===== src/rtl/core/local_minimum_3x3_finder_macros.svh =====
// Assertion helpers shared by the local minimum finder.
`ifndef LOCAL_MINIMUM_3X3_FINDER_MACROS_SVH
`define LOCAL_MINIMUM_3X3_FINDER_MACROS_SVH

// The condition holds at every clock edge outside reset.
`define LMF_ASSERT_ALWAYS(label, clk, rst, cond) \
   label: assert property (@(posedge clk) disable iff (rst) (cond)) \
      else $error("local minimum finder check failed");

// The consequent holds at the clock edge after the antecedent.
`define LMF_ASSERT_NEXT(label, clk, rst, pre, post) \
   label: assert property (@(posedge clk) disable iff (rst) (pre) |=> (post)) \
      else $error("local minimum finder check failed");

`endif


===== src/rtl/core/lmf_pkg.sv =====
`timescale 1ns / 1ps
`default_nettype none

package lmf_pkg;

   localparam int CNT_BITS       = 10;
   localparam int IDX_BITS       = 9;
   localparam int MAX_ROWS       = 512;
   localparam int RESET_SIZE     = 512;
   localparam int DEF_MAX_COLS   = 512;
   localparam int DEF_VALUE_BITS = 16;
   localparam int CSR_ADDR_BITS  = 2;
   localparam int OUT_DEPTH      = 3;

   typedef enum logic [CSR_ADDR_BITS-1:0] {
      REG_NUM_ROWS = 2'd0,
      REG_NUM_COLS = 2'd1
   } csr_reg_type;

   typedef struct packed {
      logic                emit;
      logic                done;
      logic                at_top;
      logic                at_bottom;
      logic                at_left;
      logic                at_right;
      logic [IDX_BITS-1:0] row;
      logic [IDX_BITS-1:0] col;
   } s1_ctrl_type;

   function automatic logic [CNT_BITS-1:0] clamp_size(input logic [CNT_BITS-1:0] v,
                                                      input int hi);
      logic [CNT_BITS-1:0] r;
      r = v;
      if (v == '0) begin
         r = CNT_BITS'(1);
      end else if (int'(v) > hi) begin
         r = CNT_BITS'(hi);
      end
      return r;
   endfunction

endpackage

`default_nettype wire


===== src/rtl/core/lmf_window.sv =====
`timescale 1ns / 1ps
`default_nettype none

module lmf_window #(
   parameter int VALUE_BITS = lmf_pkg::DEF_VALUE_BITS
) (
   input  wire logic                           clock,
   input  wire logic                           reset,
   input  wire logic                           step,
   input  wire lmf_pkg::s1_ctrl_type           ctrl,
   input  wire logic signed [VALUE_BITS-1:0]   up_value,
   input  wire logic signed [VALUE_BITS-1:0]   lo_value,
   input  wire logic signed [VALUE_BITS-1:0]   new_value,
   output logic                                res_valid,
   output logic [lmf_pkg::IDX_BITS-1:0]        res_row,
   output logic [lmf_pkg::IDX_BITS-1:0]        res_col,
   output logic signed [VALUE_BITS-1:0]        res_value,
   output logic                                res_min,
   output logic                                res_done
);

   import lmf_pkg::*;

   logic signed [VALUE_BITS-1:0] mid_ff  [3];
   logic signed [VALUE_BITS-1:0] mid_in  [3];
   logic signed [VALUE_BITS-1:0] tail_ff [3];
   logic signed [VALUE_BITS-1:0] tail_in [3];
   logic signed [VALUE_BITS-1:0] incoming [3];
   logic signed [VALUE_BITS-1:0] nb [3][3];
   logic signed [VALUE_BITS-1:0] centre;
   logic                         keep [3][3];
   logic                         is_min;

   always_comb begin
      incoming[0] = up_value;
      incoming[1] = lo_value;
      incoming[2] = new_value;
      centre      = tail_ff[1];
      is_min      = 1'b1;
      for (int r = 0; r < 3; r++) begin
         mid_in[r]  = tail_ff[r];
         tail_in[r] = incoming[r];
         nb[r][0]   = mid_ff[r];
         nb[r][1]   = tail_ff[r];
         nb[r][2]   = incoming[r];
      end
      for (int r = 0; r < 3; r++) begin
         for (int c = 0; c < 3; c++) begin
            keep[r][c] = !((r == 0) && ctrl.at_top) && !((r == 2) && ctrl.at_bottom) &&
                         !((c == 0) && ctrl.at_left) && !((c == 2) && ctrl.at_right);
            if (keep[r][c] && (centre > nb[r][c])) begin
               is_min = 1'b0;
            end
         end
      end
   end

   always_ff @(posedge clock) begin
      if (reset) begin
         for (int r = 0; r < 3; r++) begin
            mid_ff[r]  <= '0;
            tail_ff[r] <= '0;
         end
      end else if (step) begin
         for (int r = 0; r < 3; r++) begin
            mid_ff[r]  <= mid_in[r];
            tail_ff[r] <= tail_in[r];
         end
      end
   end

   assign res_valid = step && ctrl.emit;
   assign res_row   = ctrl.row;
   assign res_col   = ctrl.col;
   assign res_value = centre;
   assign res_min   = is_min;
   assign res_done  = ctrl.done;

endmodule

`default_nettype wire


===== config.mk =====
export PLATFORM = sky130hd
export DESIGN_NAME = lmf_window
export DESIGN_NICKNAME = d
export VERILOG_FILES = /design/src/rtl/core/local_minimum_3x3_finder_macros.svh /design/src/rtl/core/lmf_pkg.sv /design/src/rtl/core/lmf_window.sv
export SDC_FILE = /design/constraint.sdc
export NUM_CORES = 1
export LEC_CHECK = 0
export ABC_AREA = 0
export BUFFER_PORTS_ARGS = -buffer_cell sky130_fd_sc_hd__buf_2
export CAP_MARGIN = 20
export CORE_MARGIN = 2
export CORE_UTILIZATION = 50
export CTS_CLUSTER_SIZE = 12
export DETAILED_ROUTE_END_ITERATION = 6
export GPL_TIMING_DRIVEN = 0
export PLACE_DENSITY = 0.82
export SYNTH_ARGS = -nofsm -noshare
export SYNTH_HDL_FRONTEND = slang
export SYNTH_SLANG_ARGS = --single-unit

===== constraint.sdc =====
create_clock -name clock -period 2.7 [get_ports clock]
set_clock_uncertainty 0.1 [all_clocks]
set_input_delay 0.405 -clock clock [delete_from_list [all_inputs] [get_ports clock]]
set_output_delay 0.405 -clock clock [all_outputs]
set_load 0.005 [all_outputs]

==> impl_metrics.json <==
{
  "synth_flop_cell": "edfxtp_1",
  "syn_area_sq_um": 7140,
  "clockBufferDepth": 2,
  "relSlewSlack_pct": 60.1,
  "syn_avg_cell_area_sq_um": 10.0,
  "io_buffers": 92,
  "vias": 5760,
  "clk_pin_slew_worst_paths_ns": 0.07,
  "cts_root_buf": "clkbuf_16",
  "cp_data_required_time_ns": 2.19,
  "antenna_cells": 0,
  "path_class": "register to output port",
  "yosysSeqAreaShare_pct": 40.4,
  "worst_slew_pin_slew_ns": 0.597,
  "hold_viol": 0,
  "worst_skew_pair.late_latency_ns": 0.34,
  "dieArea_sq_um": 15300,
  "drive_gt1_share_pct": 29.4,
  "min_period_over_period_pct": 128,
  "first_pass_iters": 5,
  "cts_tree": "yes",
  "irDropWorstVdd_mv": 0.276,
  "power.leakage_uw": 0.00440,
  "hpwl_mm": 11.9,
  "synth_edf_count": 96,
  "cts_buffers": 9,
  "cp-end-kind": "output port",
  "cp.arrival_ns": 2.96,
  "crit_path_max_fanout": 5,
  "rsz0062_at_grt": "yes",
  "slew_violations": 0,
  "failed_checks": "negative setup slack",
  "yosysWarnings": 0,
  "io_pins": 112,
  "status": "finished with violations",
  "place.gp.congestion": 0.883,
  "rows": 43,
  "setup_slack_ns": -0.763,
  "final_antenna_net_count": 0,
  "max_freq_mhz": 289,
  "grt.total_usage_pct": 23.0,
  "viasPerCell": 5.40,
  "routed_wl_mm": 18.3,
  "grt_max_degree": 62,
  "syn-num-nets": 915,
  "grt_pass1_wl_mm": 26.2,
  "cp-start-kind": "register",
  "power_density_nw_per_um2": 475,
  "die_h_um": 124,
  "r2r_slack_ns": 1.38,
  "htree_levels": 3,
  "synth_seq_cells": 96,
  "min_path_type": "input port to register",
  "drt_first_iter_violations": 389,
  "min_period_ns": 3.46,
  "nets": 1087,
  "async_reset_ff_share_pct": 0,
  "clock_sinks": 96,
  "pre_cts_ws_ns": -0.736,
  "core_sq_um": 13900,
  "design_area_sq_um": 9140,
  "grt_pass1_vias": 5489,
  "drc": 0,
  "area_growth_pct": 28.0,
  "finalSetupViolCount": 1,
  "grt_overflow": 0,
  "synthCells": 712,
  "ys_types": 45,
  "wl_per_cell_um": 17.2,
  "initial_core_util_pct": 51.2,
  "max_cap_viol_count": 0,
  "placed_area_sq_um": 7870,
  "die_width_um": 124,
  "antenna_found_initial": 0
}
-- worst paths after layout --
path / from / endpoint / depth (start not counted)
max: tail_ff[0][21] / res_min / 11
min reg2reg: tail_ff[0][8] / mid_ff[0][8] / 1
max reg2reg: tail_ff[0][21] / mid_ff[0][21] / 3
min: new_value[11] / tail_ff[0][43] / 2
-- where the power goes --
group          internal [uW]  switching (uW)  leakage (uW)
Combinational            613             681       0.00322
Sequential              1760            54.2       0.00105
Clock                    705             527      0.000136
-- synthesized netlist by cell type, drive strengths merged (6+ instances only) --
| library cell | count | area, sq um |
|---|---|---|
| inv | 130 | 488 |
| o211ai | 6 | 45.0 |
| a21o | 12 | 90.1 |
| nand3 | 16 | 80.1 |
| nor3 | 11 | 55.1 |
| nand2 | 26 | 97.6 |
| nor2 | 14 | 52.6 |
| buf | 36 | 267 |
| a211oi | 7 | 57.6 |
| clkbuf | 9 | 33.8 |
| nand4 | 16 | 100 |
| and2 | 97 | 607 |
| edfxtp | 96 | 2880 |
| a21oi | 40 | 200 |
| ha | 128 | 1600 |
| o21ai | 24 | 120 |
-- critical path, cell delays in order, from the launching register on --
cell,delay [ns]
edfxtp_1,0.52
buf_6,0.20
buf_12,0.14
ha_4,0.21
a21o_1,0.17
nand3_2,0.08
a2111oi_4,0.08
nor4_2,0.35
a21oi_1,0.15
a211oi_2,0.27
nor4b_4,0.29
buf_2,0.17
-- layout by cell type (no fill, tap or decap), types with 3 or more instances in the layout --
cell type  instances
nor2b_1            5
nor2_1            13
a31oi_1            4
o21ai_2            3
o21ai_0           13
inv_1            129
a21o_1            12
nand3_2            7
edfxtp_1          96
buf_2             92
and2_1            97
clkbuf_1          10
a211oi_2           4
clkbuf_16          9
nor3_1             7
nand4_1           16
buf_6              8
nand2b_1           3
nand2_1           24
buf_4             91
buf_12             4
o211ai_1           6
ha_1             112
a21oi_1           38
ha_4              15
o21ai_1            8
nand3_1            9
nor3_4             3
-- stage by stage --
| step | hold WS (ns) | TNS (ns) | utilization, % | cells | power, uW |
|---|---|---|---|---|---|
| floorplan | 0.425 | 0 | - | 712 | 2490 |
| global placement | 0.430 | -0.725 | 56.3 | 984 | 2760 |
| detailed placement | 0.432 | -0.736 | 56.5 | 985 | 2810 |
| CTS | 0.252 | -0.676 | 63.5 | 1057 | 4190 |
| global route | 0.257 | -0.793 | 65.6 | 1067 | 4530 |
| finish | 0.251 | -0.763 | 65.6 | 1067 | 4340 |
-- per-layer routing --
layer / vias to the layer above / share of wire [%] / track usage, %
met5: - / 0 / 0
met4: 0 / 3.7 / 8.88
met3: 49 / 6.6 / 3.60
met2: 231 / 50 / 40.5
met1: 2705 / 40 / 28.1
li1: 2775 / - / -
-- sequential cells by signal, indices dropped and copies added, names as in the netlist --
register / count
mid_ff: 48
tail_ff: 48
-- what timing repair did --
action                                  4_1_cts  5_1_grt
endpoints found under the setup margin        1        1
cloned                                        0        0
setup buffers                                58       10
gates resized for setup                      42       34
hold buffers                                  0        0
pin swaps                                    19       24
-- area by class of cell --
class                           instances  area [sq um]
Timing Repair Buffer                  161          1080
Buffer                                 45           300
Clock inverter                          4          47.5
Clock buffer                           10           229
Fill cell                             955          4790
Tap cell                              180           225
Multi-Input combinational cell        441          3890
Inverter                              130           492
Sequential cell                        96          2880
-- logic make-up after synthesis --
family                   share of synthesized area (%)
AO/OA/AOI/OAI                                     9.41
flip-flops                                        40.4
multiplexers                                     0.596
buffers and inverters                             11.0
AND/OR/NAND/NOR                                   16.2
adder cells (fa/ha/maj)                           22.4
Power figures use the tool's default switching activity.
