===== config.mk =====
export PLATFORM = sky130hd
export DESIGN_NAME = lmf_out_fifo
export DESIGN_NICKNAME = d
export VERILOG_FILES = /design/src/rtl/core/local_minimum_3x3_finder_macros.svh /design/src/rtl/core/lmf_pkg.sv /design/src/rtl/core/lmf_out_fifo.sv
export SDC_FILE = /design/constraint.sdc
export NUM_CORES = 1
export LEC_CHECK = 0
export BUFFER_PORTS_ARGS = -buffer_cell sky130_fd_sc_hd__buf_2
export CAP_MARGIN = 15
export CORE_UTILIZATION = 52
export DETAILED_ROUTE_END_ITERATION = 8
export GPL_ROUTABILITY_DRIVEN = 0
export GPL_TIMING_DRIVEN = 1
export HOLD_SLACK_MARGIN = 0.03
export PLACE_DENSITY = 0.85
export SLEW_MARGIN = 30
export SYNTH_ARGS = -nofsm -noshare
export SYNTH_HDL_FRONTEND = slang
export SYNTH_SLANG_ARGS = --single-unit

===== constraint.sdc =====
create_clock -name clock -period 1.6 [get_ports clock]
set_input_delay 0.32 -clock clock [delete_from_list [all_inputs] [get_ports clock]]
set_output_delay 0.32 -clock clock [all_outputs]
set_load 0.02 [all_outputs]

===== src/rtl/core/local_minimum_3x3_finder_macros.svh =====
// Assertion helpers shared by the local minimum finder.
`ifndef LOCAL_MINIMUM_3X3_FINDER_MACROS_SVH
`define LOCAL_MINIMUM_3X3_FINDER_MACROS_SVH

// The condition holds at every clock edge outside reset.
`define LMF_ASSERT_ALWAYS(label, clk, rst, cond) \
   label: assert property (@(posedge clk) disable iff (rst) (cond)) \
      else $error("local minimum finder check failed");

// The consequent holds at the clock edge after the antecedent.
`define LMF_ASSERT_NEXT(label, clk, rst, pre, post) \
   label: assert property (@(posedge clk) disable iff (rst) (pre) |=> (post)) \
      else $error("local minimum finder check failed");

`endif


===== src/rtl/core/lmf_pkg.sv =====
`timescale 1ns / 1ps
`default_nettype none

package lmf_pkg;

   localparam int CNT_BITS       = 10;
   localparam int IDX_BITS       = 9;
   localparam int MAX_ROWS       = 512;
   localparam int RESET_SIZE     = 512;
   localparam int DEF_MAX_COLS   = 512;
   localparam int DEF_VALUE_BITS = 16;
   localparam int CSR_ADDR_BITS  = 2;
   localparam int OUT_DEPTH      = 3;

   typedef enum logic [CSR_ADDR_BITS-1:0] {
      REG_NUM_ROWS = 2'd0,
      REG_NUM_COLS = 2'd1
   } csr_reg_type;

   typedef struct packed {
      logic                emit;
      logic                done;
      logic                at_top;
      logic                at_bottom;
      logic                at_left;
      logic                at_right;
      logic [IDX_BITS-1:0] row;
      logic [IDX_BITS-1:0] col;
   } s1_ctrl_type;

   function automatic logic [CNT_BITS-1:0] clamp_size(input logic [CNT_BITS-1:0] v,
                                                      input int hi);
      logic [CNT_BITS-1:0] r;
      r = v;
      if (v == '0) begin
         r = CNT_BITS'(1);
      end else if (int'(v) > hi) begin
         r = CNT_BITS'(hi);
      end
      return r;
   endfunction

endpackage

`default_nettype wire


===== src/rtl/core/lmf_out_fifo.sv =====
`timescale 1ns / 1ps
`default_nettype none

module lmf_out_fifo #(
   parameter int WIDTH = 8,
   parameter int DEPTH = lmf_pkg::OUT_DEPTH
) (
   input  wire logic                         clock,
   input  wire logic                         reset,
   input  wire logic                         push,
   input  wire logic [WIDTH-1:0]             push_data,
   output logic                              pop_valid,
   input  wire logic                         pop_ready,
   output logic [WIDTH-1:0]                  pop_data,
   output logic [$clog2(DEPTH+1)-1:0]        fill
);

   localparam int PTR_BITS  = $clog2(DEPTH);
   localparam int FILL_BITS = $clog2(DEPTH + 1);

   logic [WIDTH-1:0]     entries_ff [DEPTH];
   logic [PTR_BITS-1:0]  wr_ptr_ff, wr_ptr_in;
   logic [PTR_BITS-1:0]  rd_ptr_ff, rd_ptr_in;
   logic [FILL_BITS-1:0] fill_ff, fill_in;
   logic                 pop;

   always_comb begin
      pop       = pop_valid && pop_ready;
      wr_ptr_in = wr_ptr_ff;
      rd_ptr_in = rd_ptr_ff;
      if (push) begin
         wr_ptr_in = (wr_ptr_ff == PTR_BITS'(DEPTH - 1)) ? '0 : wr_ptr_ff + PTR_BITS'(1);
      end
      if (pop) begin
         rd_ptr_in = (rd_ptr_ff == PTR_BITS'(DEPTH - 1)) ? '0 : rd_ptr_ff + PTR_BITS'(1);
      end
      fill_in = fill_ff + FILL_BITS'(push) - FILL_BITS'(pop);
   end

   always_ff @(posedge clock) begin
      if (reset) begin
         wr_ptr_ff <= '0;
         rd_ptr_ff <= '0;
         fill_ff   <= '0;
      end else begin
         wr_ptr_ff <= wr_ptr_in;
         rd_ptr_ff <= rd_ptr_in;
         fill_ff   <= fill_in;
      end
   end

   always_ff @(posedge clock) begin
      if (push) begin
         entries_ff[wr_ptr_ff] <= push_data;
      end
   end

   assign pop_valid = (fill_ff != '0);
   assign pop_data  = entries_ff[rd_ptr_ff];
   assign fill      = fill_ff;

endmodule

`default_nettype wire


==> results of run 1 <==
## flip-flops by register name, indices dropped and copies added, names as in the netlist, named ones only
signal	count
fill	2
entries_ff	24
wr_ptr_ff	2
rd_ptr_ff	2
## logic make-up after synthesis
| logic type | after synthesis |
|---|---|
| flip-flops | 32 |
| AND/OR/NAND/NOR | 24 |
| AO/OA/AOI/OAI | 15 |
| multiplexers | 11 |
| buffers and inverters | 5 |
| adder cells (fa/ha/maj) | 1 |
## layer usage
metal  share of wire, %  track usage, %
met5                  0               0
met4                1.9            10.2
met3                6.0            7.88
met2                 52            30.4
met1                 40            16.5
## cell type report
cell class | count | area [um2] | share of cell area [%]
clock buffer | 7 | 45.0 | 3.08
clock inverter | 1 | 3.75 | 0.257
inverter | 2 | 7.51 | 0.513
multi-input combinational | 51 | 317 | 21.6
sequential | 32 | 886 | 60.6
tap | 28 | 35.0 | 2.40
timing repair buffer | 27 | 169 | 11.5
## worst max-delay path by stage
stage | slack (ns) | cells after the start | start | to
floorplan | 0.15 | 1 | wr_ptr_ff[1]$_SDFFE_PP0P_ | entries_ff[0][0]$_DFFE_PP_
global placement | 0.23 | 4 | flop | pop_data[4]
detailed placement | 0.16 | 4 | flop | pop_data[2]
CTS | 0.008 | 4 | flop | pop_data[2]
global route | -0.04 | 4 | flop | pop_data[2]
finish | 0.006 | 4 | flop | pop_data[1]
## Yosys cell counts
cell       n  area, um2
inv_1      2       7.51
or3_1      1       6.26
edfxtp_1  24        721
mux2i_1    9       90.1
mux2_2     2       22.5
ha_1       1       12.5
dfxtp_1    8        160
a21oi_1    5       25.0
clkbuf_1   2       7.51
nor2_1     5       18.8
or3b_1     1       8.76
nand2_1   13       48.8
nor3b_1    1       7.51
o21ai_0    9       45.0
o21ai_2    1       8.76
buf_2      1       5.00
or2_2      1       6.26
nor2b_1    2       12.5
## repair_timing
action,in CTS,in global routing
pin swaps,0,1
hold buffers,0,0
gates resized for setup,8,3
endpoints found under the setup margin,8,8
setup buffers,1,0
## power groups by stage
stage | clock, mW | combinational [mW] | sequential, mW
2_1_floorplan | 0 | 0.104 | 0.967
4_1_cts | 0.415 | 0.185 | 0.950
3_5_place_dp | 0 | 0.171 | 0.971
5_1_grt | 0.446 | 0.205 | 0.955
6_report | 0.407 | 0.190 | 0.951
3_3_place_gp | 0 | 0.164 | 0.969
## per-stage QoR
stage                     cell area [um2]  setup TNS, ns
after floorplan                      1210              0
after global placement               1380              0
after detailed placement             1380              0
after CTS                            1450              0
after global routing                 1460         -0.165
final                                1460              0
## critical path, stage by stage, from the launching register on
cell and delay (ns):
dfxtp_4 0.36, buf_12 0.13, mux2i_2 0.13, o21ai_1 0.16, buf_4 0.17
==> reports/qor.yml, run 1 <==
outcome:
  status: "completed"
logic_synthesis:
  yosys_warnings: 0
  synth.distinct_cells: 18
  synth_compound_area_share_pct: 6.49
  synth_fp_nets: 101
  yosys.area_share.simple_pct: 8.97
  ys_seq_area_share_pct: 72.6
  netlist_area_um2: 1210
  muxShareOfSynthArea_pct: 9.28
  synth_top_family_by_area: "multiplexers"
  syn_inst: 88
  synth_xor_area_share_pct: 0
  yosys.area_share.adder_pct: 1.03
  ys_ff_latch: 32
  syn_area_per_cell_um2: 13.8
power:
  power_frac_seq_pct: 61.4
  p_leak_nw: 0.544
  ir_drop_uv: 759
  finalPower_mw: 1.55
  clock_power_share_pct: 26.3
  p_int_mw: 1.18
  sw_frac_of_total_pct: 23.6
  p_per_area_nw_per_um2: 1060
  pwr-share-comb_pct: 12.3
  p_switching_mw: 0.365
min_path:
  min_path_type: "in -> reg"
  hold_end: "entries_ff[0][1]$_DFFE_PP_"
  hp-start: "push_data[1]"
  hold_depth: 1
worst_setup_path:
  crit_path_start_kind: "flop"
  crit_path_max_fanout: 4
  required_ns: 1.28
  reg2reg_depth: 4
  arrival_ns: 1.27
  rr_endpoint: "fill[1]$_SDFF_PP0_"
  path_class: "reg -> out"
  ff2ff_setup_slack_ns: 0.35
  end_kind: "output port"
  r2r-start: "fill[0]$_SDFF_PP0_"
global_routing:
  grt_use_total_pct: 17.4
  grt_pass1_wl_um: 3010
  grt_max_degree: 17
  grt_pass1_vias: 756
  antenna_found_initial: 0
  grt_overflow_total: 0
placed_design:
  place_ws_ns: 0.160
  io_buffers: 22
  dp_cells: 139
  hpwl_um: 1320
timing:
  skew_ns: 0.00932
  drv_slew: 0
  tightest_slew_ns: 0.294
  layout_worst_path_cycle_share_pct: 99.6
  rsz0062_at_grt: "yes"
  period_needed_ns: 1.59
  holdWs_ns: 0.192
  fmax_mhz: 627
  finalWorstSetupSlack_ns: 0.00600
  finalSetupViolCount: 0
  slew_headroom_pct: 80.3
  hold_viol_final: 0
detailed_routing:
  routed_wl_um: 1900
  vias: 756
  firstDrtPassIters: 3
  route.detailed.drc: 0
  drt-vias-per-instance: 5.11
  wl_per_cell_um: 12.9
  ant_nets: 0
  drtIter0Drc: 13
die:
  start_util_pct: 54.9
  core-area_um2: 2210
  die_h_um: 50.3
  rows: 17
  die-area_um2: 2530
  die_x_um: 50.3
  io_pins: 23
clock_network:
  root_buffer: "clkbuf_4"
  numCtsBuffers: 5
  clk_pin_slew_ns: 0.09
  cts-htree-levels: 2
  cts_tree: "done"
  clock-sinks: 32
  clock_latency_ns: 0.33
  cts_buffer_depth: 2
finish:
  layout.nets: 132
  fin_util_pct: 66.1
  final_cell_mix: "edfxtp_1 (24), buf_2 (20), nand2_1 (13), mux2i_1 (8), dfxtp_1 (6)"
  final_common_cell: "edfxtp_1"
  drive_gt1_share_pct: 32.5
  n_antenna_cell: 0
  finalNonFillerCells: 148
  syn2layout_area_growth_pct: 20.5
  fill_cells: 170
run:
  drv_cap: 0
No activity file was read; power rests on OpenSTA's default activity.
==> inputs of run 2 (changes only) <==
CORE_ASPECT_RATIO = 0.75   (was unset)
HOLD_SLACK_MARGIN = unset   (was 0.03)
SETUP_SLACK_MARGIN = 0.4   (was unset)
==> reports/qor.yml, run 2 (synthesis gave the netlist of run 1 again) <==
outcome:
  status: "finished, violations left"
  violations: "DRC"
global_routing:
  antenna_found_initial: 0
  grt_pass1_wl_um: 3550
  grt_pass1_vias: 775
  grt_overflow_total: 0
  grt_max_degree: 17
  grt_use_total_pct: 20.3
placed_design:
  dpl-instance-area_um2: 1410
  io_buffers: 22
  place_ws_ns: 0.332
  hpwl_um: 1390
  dp_cells: 136
min_path:
  hold_end: "entries_ff[0][2]$_DFFE_PP_"
  min_path_type: "in -> reg"
  hold_depth: 1
  hp-start: "push_data[2]"
worst_setup_path:
  crit_path_start_kind: "flop"
  end_kind: "output port"
  crit_path_max_fanout: 4
  rr_endpoint: "fill[1]$_SDFF_PP0_"
  path_class: "reg -> out"
  required_ns: 1.28
  r2r-start: "fill[0]$_SDFF_PP0_"
  ff2ff_setup_slack_ns: 0.17
  arrival_ns: 1.27
  reg2reg_depth: 5
timing:
  hold_viol_final: 0
  skew_ns: 0.00744
  fmax_mhz: 628
  layout_worst_path_cycle_share_pct: 99.5
  slew_headroom_pct: 82.2
  period_needed_ns: 1.59
  drv_slew: 0
  finalWorstSetupSlack_ns: 0.00796
  tightest_slew_ns: 0.260
  finalSetupViolCount: 0
  rsz0062_at_grt: "yes"
detailed_routing:
  route.detailed.drc: 1
  vias: 804
  wl_per_cell_um: 17.3
  ant_nets: 0
  firstDrtPassIters: 6
  routed_wl_um: 2550
  drtIter0Drc: 19
  drt-vias-per-instance: 5.43
clock_network:
  cts_buffer_depth: 2
  cts-htree-levels: 2
  clk_pin_slew_ns: 0.10
  cts_tree: "done"
  numCtsBuffers: 5
  root_buffer: "clkbuf_4"
  hold_buffers: 0
  clock-sinks: 32
  clock_latency_ns: 0.34
run:
  drv_cap: 0
die:
  io_pins: 23
  die_x_um: 57.8
  die-area_um2: 2530
  rows: 14
  start_util_pct: 57.7
  core-area_um2: 2100
  die_h_um: 43.8
finish:
  final_common_cell: "edfxtp_1"
  finalNonFillerCells: 148
  final_cell_mix: "edfxtp_1 (24), buf_6 (16), nand2_1 (12), buf_2 (12), o21ai_2 (7)"
  drive_gt1_share_pct: 54.8
  largest_reg_flops: 24
  fill_cells: 117
  final_area_um2: 1680
  regMostFlops: "entries_ff"
  layout.nets: 136
  syn2layout_area_growth_pct: 38.7
  n_antenna_cell: 0
power:
  p_leak_nw: 0.628
  p_per_area_nw_per_um2: 1100
  ir_drop_uv: 843
[run 2: area by class of cell]
| cell class | instances | area, um2 | share of cell area (%) |
|---|---|---|---|
| Sequential cell | 32 | 891 | 52.9 |
| Clock inverter | 2 | 35.0 | 2.08 |
| Inverter | 2 | 7.51 | 0.446 |
| Multi-Input combinational cell | 51 | 415 | 24.7 |
| Clock buffer | 6 | 41.3 | 2.45 |
| Tap cell | 24 | 30.0 | 1.78 |
| Timing Repair Buffer | 31 | 263 | 15.6 |
[run 2: power by group]
group          internal [mW]  switching (mW)
registers              0.931          0.0228
clock network          0.327           0.288
logic                  0.143           0.136
total                   1.40           0.447
[run 2: worst max-delay path by stage]
stage          slack [ns]            endpoint  depth (start not counted)       from
2_1_floorplan        0.36         pop_data[4]                          3       flop
3_3_place_gp         0.37  fill[1]$_SDFF_PP0_                          6  pop_ready
3_5_place_dp         0.33  fill[1]$_SDFF_PP0_                          6  pop_ready
4_1_cts             0.007         pop_data[1]                          4       flop
5_1_grt             -0.05         pop_data[4]                          4       flop
6_report            0.008         pop_data[7]                          4       flop
[run 2: metrics by stage]
step | total power, mW | hold WS (ns) | util [%] | setup TNS (ns)
floorplan | 1.09 | 0.419 | - | 0
global placement | 1.15 | 0.471 | 67.3 | 0
detailed placement | 1.16 | 0.477 | 67.3 | 0
CTS | 1.81 | 0.173 | 77.0 | 0
global route | 1.91 | 0.162 | 80.1 | -0.299
finish | 1.85 | 0.178 | 80.1 | 0
[run 2: worst max-delay path, cell delays in order (launching register included)]
cell     delay (ns)
dfxtp_2        0.35
buf_6          0.13
mux2i_2        0.23
o21ai_2        0.09
buf_6          0.13
[run 2: metal layers]
layer	GRT usage, %	part of all wire [%]	vias to the layer above
li1	-	-	386
met1	22.5	43	388
met2	34.7	50	21
met3	7.16	4.4	9
met4	11.4	2.5	0
met5	0	0	-
[run 2: what timing repair did]
action                     CTS  global route
pin swaps                    7             8
resized for setup           31            16
setup endpoints to repair   11            16
buffers inserted             4             0
